### src/sv/ata_pkg.sv
// ----------------------------------------------------------------------------
// ata_pkg: shared types and constants for the tilt angle unit
// Payload structs, CORDIC angle table and fixed-point widths.
// ----------------------------------------------------------------------------
`default_nettype none
package ata_pkg;

  localparam int CordicStages = 16;
  localparam int RadW         = 50;   // radicand (a^2+b^2)<<16 fits 49 bits, even width
  localparam int RootW        = 25;   // root of RadW bits
  localparam int CxW          = 28;   // CORDIC x/y working width, signed
  localparam int AccW         = 25;   // angle accumulator, signed
  localparam int QDepth       = 2;

  localparam logic [AccW-1:0] Deg90Fine = AccW'(5898240);
  localparam logic [15:0]     Deg90Out  = 16'd23040;

  typedef struct packed {
    logic [7:0]         sensor_index;
    logic signed [15:0] accel_x;
    logic signed [15:0] accel_y;
    logic signed [15:0] accel_z;
  } in_item_t;

  typedef struct packed {
    logic signed [15:0] pitch_deg;
    logic signed [15:0] roll_deg;
    logic               status;
  } out_item_t;

  // classified item passed from front to back
  typedef struct packed {
    logic               reject;
    logic signed [15:0] accel_x;
    logic signed [15:0] accel_y;
    logic signed [15:0] accel_z;
  } cls_item_t;

  function automatic logic [AccW-1:0] atan_entry(input int i);
    logic [AccW-1:0] t;
    case (i)
      0: t = AccW'(2949120);  1: t = AccW'(1740967);  2: t = AccW'(919879);
      3: t = AccW'(466945);   4: t = AccW'(234379);   5: t = AccW'(117304);
      6: t = AccW'(58666);    7: t = AccW'(29335);    8: t = AccW'(14668);
      9: t = AccW'(7334);     10: t = AccW'(3667);    11: t = AccW'(1833);
      12: t = AccW'(917);     13: t = AccW'(458);     14: t = AccW'(229);
      15: t = AccW'(115);     16: t = AccW'(57);      17: t = AccW'(29);
      18: t = AccW'(14);      19: t = AccW'(7);       20: t = AccW'(4);
      21: t = AccW'(2);       22: t = AccW'(1);
      default: t = '0;
    endcase
    return t;
  endfunction

endpackage
`default_nettype wire

### src/sv/ata_front.sv
// ----------------------------------------------------------------------------
// ata_front: input stage and classifier
// Accepts items, checks the sensor index and queues classified items.
// ----------------------------------------------------------------------------
`default_nettype none
module ata_front (
  input  wire logic               clk,
  input  wire logic               rst_n,
  input  wire logic               in_valid,
  output      logic               in_ready,
  input  wire ata_pkg::in_item_t  in_data,
  input  wire logic [7:0]         sensor_count,
  output      logic               q_valid,
  input  wire logic               q_ready,
  output      ata_pkg::cls_item_t q_data
);
  ata_pkg::cls_item_t mem_r [ata_pkg::QDepth];
  logic wp_r, rp_r;
  logic [1:0] cnt_r;
  logic push, pop;
  ata_pkg::cls_item_t cls;

  always_comb begin
    cls.reject  = (in_data.sensor_index >= sensor_count);
    cls.accel_x = in_data.accel_x;
    cls.accel_y = in_data.accel_y;
    cls.accel_z = in_data.accel_z;
  end

  assign in_ready = (cnt_r != 2'd2);
  assign push     = in_valid && in_ready;
  assign q_valid  = (cnt_r != 2'd0);
  assign pop      = q_valid && q_ready;
  assign q_data   = mem_r[rp_r];

  always_ff @(posedge clk) begin
    if (push) mem_r[wp_r] <= cls;
    if (!rst_n) begin
      wp_r <= 1'b0; rp_r <= 1'b0; cnt_r <= 2'd0;
    end else begin
      if (push) wp_r <= ~wp_r;
      if (pop)  rp_r <= ~rp_r;
      cnt_r <= cnt_r + 2'(push) - 2'(pop);
    end
  end

  assert property (@(posedge clk) disable iff (!rst_n) cnt_r <= 2'd2)
    else $error("queue count overflow");
  assert property (@(posedge clk) disable iff (!rst_n)
    (cnt_r == 2'd0) |-> !pop) else $error("pop from empty queue");
  assert property (@(posedge clk) disable iff (!rst_n)
    (cnt_r == 2'd2 && !pop) |=> cnt_r == 2'd2) else $error("full queue lost item");
endmodule
`default_nettype wire

### config.mk
export PLATFORM = sky130hd
export DESIGN_NAME = ata_front
export DESIGN_NICKNAME = d
export VERILOG_FILES = /design/src/sv/ata_pkg.sv /design/src/sv/ata_front.sv
export SDC_FILE = /design/constraint.sdc
export NUM_CORES = 1
export LEC_CHECK = 0
export BUFFER_PORTS_ARGS = -buffer_cell sky130_fd_sc_hd__buf_4
export CORE_AREA = 2 2 97 99
export DETAILED_ROUTE_END_ITERATION = 10
export DIE_AREA = 0 0 99 101
export GPL_TIMING_DRIVEN = 0
export HOLD_SLACK_MARGIN = 0.02
export PLACE_DENSITY = 0.72
export SYNTH_ARGS = -nofsm -noshare
export SYNTH_HDL_FRONTEND = slang
export SYNTH_SLANG_ARGS = --single-unit
export TNS_END_PERCENT = 20
### constraint.sdc
create_clock -name clk -period 2.15 [get_ports clk]
set_input_delay 0.43 -clock clk [delete_from_list [all_inputs] [get_ports clk]]
set_output_delay 0.43 -clock clk [all_outputs]
set_load 0.01 [all_outputs]
* Word-level counts from Yosys, hierarchy flattened
Memories as Yosys holds them, arrays and structs flattened. A register that Yosys moved wholly into a read port is not among the register bits. Cells that the tools add are included.
Storage, ports and cells: memory bits (writable) 98, bits in registers 4, memories 1
Operators by class: equality and inequality tests 1, order comparisons 1, reductions and logical operators 3, mux-type cells 4, bitwise logic cells 2, add/sub/neg operators 2
Memory list:
- mem_r | depth 2, bits a word 49, read ports 1, clocked after Yosys merged registers in 1, write ports 1, line ata_front.sv:17 | ata_pkg::cls_item_t mem_r [ata_pkg::QDepth];
Operators by type and width (number):
- $ge A8 B8 Y1 | 1
- $mux W1 | 4
- $add A2 B1 Y2 | 1
- $logic_and A1 B1 Y1 | 2
- $ne A2 B2 Y1 const B | 1
- $not A1 Y1 | 2
- $reduce_bool A2 Y1 | 1
- $sub A2 B1 Y2 | 1

* Longest topological paths before layout
Gate-level depths: netlist (run 1).
depth after elaboration 4, gate-level depth with buffers 8, gate-level depth less buffers 8

* Worst setup path after synthesis (run 1)
No wires, ideal clock.
path type reg-to-reg, from register cnt_r[0], to memory mem_r[1][0] in the netlist's numbering, enable pin, slack -0.078 ns, cell stages (with the launch flop) 3, required time 1.738 ns, data arrival time 1.816 ns, library setup time 0.412 ns, path through dfxtp_1 > nand2b_1 > and3_1
Between the ends: cells in the longest elaborated chain, start to end 4
RTL lines:
- start: declaration | line ata_front.sv:19 | logic [1:0] cnt_r;
- start signal: assignment | line ata_front.sv:43 | cnt_r <= cnt_r + 2'(push) - 2'(pop);
- $ne A2 B2 Y1 | line ata_front.sv:30 | assign in_ready = (cnt_r != 2'd2);
- named net in_ready | line ata_front.sv:10 | output logic in_ready,
- $logic_and A1 B1 Y1 | line ata_front.sv:31 | assign push = in_valid && in_ready;
- $mux W1 | line ata_front.sv:37 | if (push) mem_r[wp_r] <= cls;
- $mux W1 (not written as such) | line ata_front.sv:37
- end: declaration | line ata_front.sv:17
The timed path passes the listed nets, and every way through them passes these cells.

==> results of run 1 <==
[routing by layer]
| layer | up-vias | wire length [um] | global-route usage, % |
|---|---|---|---|
| met5 | - | 0 | 0 |
| li1 | 1034 | - | - |
| met4 | 0 | 88 | 5.690 |
| met2 | 75 | 3579 | 23.96 |
| met3 | 7 | 505 | 4.646 |
| met1 | 1030 | 2636 | 15.63 |
[metrics by stage]
step	worst slack, ns	utilization (%)	std cells
finish	0.1564	58.26	449
global route	0.06248	58.26	449
CTS	0.1057	58.22	449
detailed placement	0.1202	56.28	433
global placement	-0.4685	56.06	432
floorplan	0.09786	-	203
[cells in the mapped netlist (all sizes together)]
cell	instances	area (um^2)
xor2	1	8.760
xnor2	1	8.760
o21a	1	7.510
a21o	3	22.52
nand2b	2	12.51
buf	5	48.79
a21oi	1	5.000
nand3b	1	7.510
dfxtp	5	100.1
or2	1	6.260
o21ai	1	5.000
and3	2	12.51
edfxtp	98	2943
inv	11	41.29
and2	2	12.51
nand2	1	3.750
ha	10	125.1
a221oi	1	8.760
a31oi	1	6.260
mux2	49	589.3
nor2	3	11.26
nor3	1	5.000
nand3	1	5.000
a21bo	1	10.01
[where the power goes]
part / internal, uW / leakage [uW] / total [uW] / switching [uW]
combinational: 1010 / 0.00104 / 1840 / 823
clock: 428 / 0.0000845 / 1070 / 644
sequential: 2560 / 0.000957 / 2640 / 82.1
[logic make-up after synthesis]
group / share of synthesized area [%]
AOI/OAI and AO/OA: 1.624
xor gates and xnor gates: 0.4373
adders and majority gates: 3.123
buffers and inverters: 2.248
DFF: 75.95
muxes: 14.71
and+or+nand+nor: 1.905
[flip-flops by register name, indices dropped and copies added (netlist names), named ones only]
signal / count
rp_r: 1
cnt_r: 2
mem_r: 98
wp_r: 1
[timing repair]
item                                   4_1_cts  5_1_grt
setup endpoints to repair                    0       43
endpoints found under the hold margin        0        0
gates resized for setup                      0        1
[final cells by class]
type / count / area (um^2)
Clock buffer: 10 / 127.6
Tap cell: 111 / 138.9
Buffer: 5 / 48.80
Clock inverter: 6 / 46.29
Sequential cell: 103 / 3043
Timing Repair Buffer: 119 / 905.9
Multi-Input combinational cell: 84 / 878.3
Fill cell: 697 / 3747
Inverter: 11 / 41.29
[final timing paths]
path	start	endpoint	slack (ns)	cells after the start
setup reg to reg	cnt_r[0]	cnt_r[1]	0.45	8
setup / recovery	flop	q_data[42]	0.16	4
hold reg to reg	rp_r	flop	0.52	2
hold / removal	in_data[21]	mem_r[1][21]	0.25	1
[worst max-delay path, delay by kind of cell (launching register included)]
| family | cells | cell delay [ns] |
|---|---|---|
| multiplexers | 1 | 0.31 |
| flip-flops | 1 | 0.39 |
| buffers and inverters | 3 | 0.52 |
==> results list, run 1 <==
- Fraction of layout cells with a size suffix above 1: 56.51%
- Number of H-tree levels: 3
- Floorplan die area: 0.009999 mm^2
* Cell-by-cell listing of the critical path: buf_6 > buf_8 > mux2_4 > buf_4
* Placed Instance Area: 0.005052 mm^2
- Clock-pin slew was measured on the worst setup and hold paths at 0.10 ns.
- Post-CTS Hold Buffers: 0
* Pin count of the biggest net entering global routing: 50
* Run status: complete, no violations
- Max-slew violation count: 0
* DIE WIDTH: 99 um
* Clock buffer count from CTS: 9
* Min-Delay Path Class: in2reg
- Setup Crit Path Kind: reg2out
* Most common cell after layout, fill and taps aside: sky130_fd_sc_hd__buf_4
- Standard cell core area: 0.008977 mm^2
* Iteration-0 DRC Markers: 53
- The tool flagged a number of max-cap violations equal to 0.
* Io pins: 119
- Area growth from synthesis to final layout: 30.54%
- Maximum fanout along the worst path: 10
- Counting every instance in the synthesized netlist gives 203.
* Pin slew with the least headroom to its limit: 0.7059 ns
- After the last flow step, the layout net total stands at 411.
- Placer's final routability congestion estimate: 0.6606
* Detailed placer's ending HPWL: 4555 um
- Buffer depth of the longest clock path: 2
* Final total negative setup slack: 0 ns
- The completed layout was analyzed and its total power is 5547 uW.
* Number of antenna repair diodes: 0
* Kind of end point of the critical path: output port
- The count of nets left with antenna violations once routing finished came out at 0.
* Cell row count: 35
- The slowest stage of the critical path is the sky130_fd_sc_hd__dfxtp_1 cell.
* Via count of the first global-routing pass: 2262
- Routed length per placed instance: 15.17 um
- The first global-routing pass estimated 10450 um of wire.
- Per-cell via count in the routed design: 4.780
- Warnings, synthesis: 0
- The final hold violation count was 0.
- During placement, the flow inserted port buffers numbering 118.
* Setup violations, final: 0
- The worst-case IR drop observed on VDD is 0.5143 mV.
- Unrepaired setup endpoints after global routing: false
- After synthesis, flip-flops and latches occupy 75.95% of the total area.
* Non-Filler Cell Area, Final: 0.005230 mm^2
* FMAX: 0.5016 GHz
- The clock reaches the later pin of the worst-skew pair after 0.36 ns.
* Total via count after detailed routing: 2146
- The first detailed-routing pass ran for 4 iterations.
* Delay of the slowest cell on the worst path: 0.39 ns
- The initial utilization of the core area, before any placement, comes to 44.63%.
* Arrival time of data at the critical path endpoint: 1.56 ns
- The netlist uses 27 different library cells.
* Post-CTS Setup Bufs: 0
- Leakage power total: 0.002080 uW
* Fraction of the cycle the final worst path needs: 92.72%
- Top library cells by usage in the layout, fill and taps aside: 121 x sky130_fd_sc_hd__buf_4, 98 x sky130_fd_sc_hd__edfxtp_1, 39 x sky130_fd_sc_hd__mux2_2
- Hold timing on the final database bottoms out at a slack of 0.2508 ns.
- TritonCTS built the clock tree.
- Total GRT Usage: 13.79%
- Counting every net in the synthesized netlist gives 281.
- Post-layout min period: 1.994 ns
- Remaining Overflow, GRT: 0
- Final wirelength: 6811 um
- The mapped netlist covers 0.004006 mm^2.
- The synthesized design contains 103 register bits.
- The worst setup path is launched from a flop.
- Data on the critical path is required at its endpoint by 1.72 ns.
- Power spread over the standard cell area amounts to 1061 mW/mm^2.
- The number of antenna violations at the first check in global routing was 0.
- CTS root buffer: sky130_fd_sc_hd__clkbuf_8
- DRC: 0
- The floorplan step set the die height to 101 um.
* Number of sinks driven by the clock tree: 103
- Averaged over all synthesized cells, the footprint is 19.74 um^2.
* Relative max-transition margin: 52.94%
- Between clock sinks in the finished design, the worst skew comes to 0.01327 ns.
Power figures use the tool's default switching activity.
==> run 2, diff against run 1 <==
Settings changed: PLACE_DENSITY 0.72 to default, PLACE_DENSITY_LB_ADDON from default to 0.15.
==> run 2 against run 1 <==
Against the previous run:
- critical path depth is the same
- setup slack lost 0.017 ns
- maximum frequency shrank 0.82%
- register-to-register slack lost 0.30 ns
- total power grew 0.37%
- wire length grew 3.0%
- combinational power is essentially flat
- largest cell class unchanged
==> results list, run 2 (synthesis results as in run 1) <==
* Via count of the first global-routing pass: 2249 (-0.57%)
* Setup Crit Path Kind: reg2out
- Hold Violations, Final: 0 (unchanged)
* Per-cell via count in the routed design: 4.906 (+2.7%)
* Area growth from synthesis to final layout: 30.61% (about the same)
- Detailed placer's ending HPWL: 4921 um (+8.0%)
* Post-layout min period: 2.010 ns (+0.01651 ns)
- Total via count after detailed routing: 2203 (+2.7%)
- Relative max-transition margin: 21.23% (-32 points)
* Worst hold-check slack: 0.2533 ns (+0.002491 ns)
- Io pins: 119 (unchanged)
- Number of H-tree levels: 3 (unchanged)
- The library cell used most frequently in the layout, excluding fill and tap cells, is sky130_fd_sc_hd__buf_4.
* DIE WIDTH: 99 um (unchanged)
* Placer's final routability congestion estimate: 0.7116 (+7.7%)
* Number of sinks driven by the clock tree: 103 (unchanged)
* Total area of sequential cells: 0.003043 mm^2 (unchanged)
- Max-slew violation count: 0 (unchanged)
* FMAX: 0.4975 GHz (-0.82%)
* Remaining Overflow, GRT: 0 (unchanged)
- The detailed-route DRC error count was 0 (unchanged).
- The required time of the worst setup path came to 1.72 ns (about the same).
- The number of flip-flops in the largest register came to 98 (unchanged).
- Clock slew seen by the registers of the worst setup and hold paths: 0.10 ns (about the same)
- The first-pass GRT wire length was 10580 um (+1.3%).
* Post-Place Worst Slack: 0.1328 ns (+0.01263 ns)
- The area of the die was 0.009999 mm^2 (unchanged).
- The top cell types in the final layout, fill and taps aside, are 121 x sky130_fd_sc_hd__buf_4, 98 x sky130_fd_sc_hd__edfxtp_1, 39 x sky130_fd_sc_hd__mux2_2.
- Initial antenna violation count: 0 (unchanged)
* Starting utilization of the core area: 44.63% (unchanged)
- Source-to-sink clock delay at the later pin of the worst-skew pair: 0.35 ns (about the same)
- The run finished with clean final reports.
* Critical Path Source Type: flop
* Top reg by flops: mem_r
- The worst clock skew on the final layout was 0.01392 ns (+0.0006542 ns).
- STA classifies the critical path endpoint as an output port.
- Number of antenna repair diodes: 0 (unchanged)
- Maximum fanout along the worst path: 10 (unchanged)
* Number of detailed-route iterations in the first pass: 4 (unchanged)
- Reported max-cap violation count: 0 (unchanged)
- The final number of setup-violating endpoints was 0 (unchanged).
* Clock buffer count from CTS: 9 (unchanged)
- Smallest setup slack after layout: 0.1399 ns (-0.01651 ns)
- The final critical-path share of the clock period came to 93.49% (+0.77 points).
- The combined global-route utilization of all metal layers was 14.00% (+0.21 points).
- Final total negative setup slack: 0 ns (unchanged)
- The multi-input combinational cell area came to 874.6 um^2 (-0.43%).
- The largest registers in the layout are mem_r: 98 flops, cnt_r: 2 flops.
- The count of buffers inserted at the top-level ports is 118 (unchanged).
- Unrepaired setup endpoints after global routing: false
* Total Nets Final: 411 (unchanged)
- The number of fillers in the final layout was 726 (+4.2%).
- Min-Delay Path Class: in2reg
- The endpoint arrival time on the critical path came to 1.58 ns (+0.02 ns).
- The post-detailed-route count of antenna-violating nets was 0 (unchanged).
* CTS tree: built
- Pin slew with the least headroom to its limit: 1.182 ns (+0.4756 ns)
* Standard cell core area: 0.008977 mm^2 (unchanged)
* CTS root buffer: sky130_fd_sc_hd__clkbuf_8
* Cells resized by post-CTS repair: 0 (unchanged)
- The post-CTS repair timing setup buffer count is 0 (unchanged).
- The number of buffers added to fix hold violations after cts came to 0 (unchanged).
* Iteration-0 DRC Markers: 63 (+19%)
* Cell row count: 35 (unchanged)
* Leakage power total: 0.002085 uW (+0.27%)
* Final wirelength: 7016 um (+3.0%)
- Fraction of layout cells with a size suffix above 1: 57.10% (+0.59 points)
- Power per Cell Area: 1064 mW/mm^2 (+0.33%)
- The final core utilization was 58.29% (about the same).
- Routed length per placed instance: 15.63 um (+3.0%)
- The maximum number of pins on one net before global-route repair is 50 (unchanged).
* Peak VDD IR: 0.5525 mV (+7.4%)
- The floorplan die height came to 101 um (unchanged).
- The largest buffer count on any clock path was 2 (unchanged).
-- run 2: critical path, stage by stage, from the launching register on --
cell	delay, ns
sky130_fd_sc_hd__dfxtp_1	0.42
sky130_fd_sc_hd__buf_6	0.19
sky130_fd_sc_hd__buf_8	0.17
sky130_fd_sc_hd__mux2_4	0.31
sky130_fd_sc_hd__buf_4	0.14
-- run 2: report_power, final --
part | total (uW) | switching (uW) | internal (uW)
combinational | 1830 | 824 | 1010
sequential | 2640 | 84.9 | 2560
clock | 1090 | 634 | 457
total | 5570 | 1540 | 4030
-- run 2: final cells by class --
cell class | count | share of cell area (%)
clock buffers | 10 | 2.630
plain buffers | 5 | 0.9326
inverters | 11 | 0.7891
well taps | 111 | 2.654
clock inverters | 6 | 0.8130
flip-flops and latches | 103 | 58.15
repair buffers | 119 | 17.31
multi-input cells | 84 | 16.71
-- run 2: metrics by stage --
| stage | std cells | power, uW | cell area [um^2] |
|---|---|---|---|
| CTS | 449 | 5658 | 5233 |
| finish | 449 | 5568 | 5233 |
| detailed placement | 433 | 4564 | 5052 |
| floorplan | 203 | 3718 | 4008 |
| global placement | 432 | 4524 | 5032 |
| global route | 449 | 5875 | 5233 |
-- run 2: per-layer routing --
metal,GRT usage [%],wire length (um)
met5,0,0
met4,6.112,97
met3,4.785,483
met2,23.96,3613
met1,16.01,2823
-- run 2: path summary, 6_finish.rpt --
check	startpoint	to	slack [ns]	depth (start not counted)
setup / recovery	flop	q_data[47]	0.14	4
hold / removal	in_data[34]	mem_r[0][34]	0.25	1
setup reg to reg	cnt_r[0]	mem_r[1][27]	0.15	2
hold reg to reg	cnt_r[1]	cnt_r[1]	0.55	2
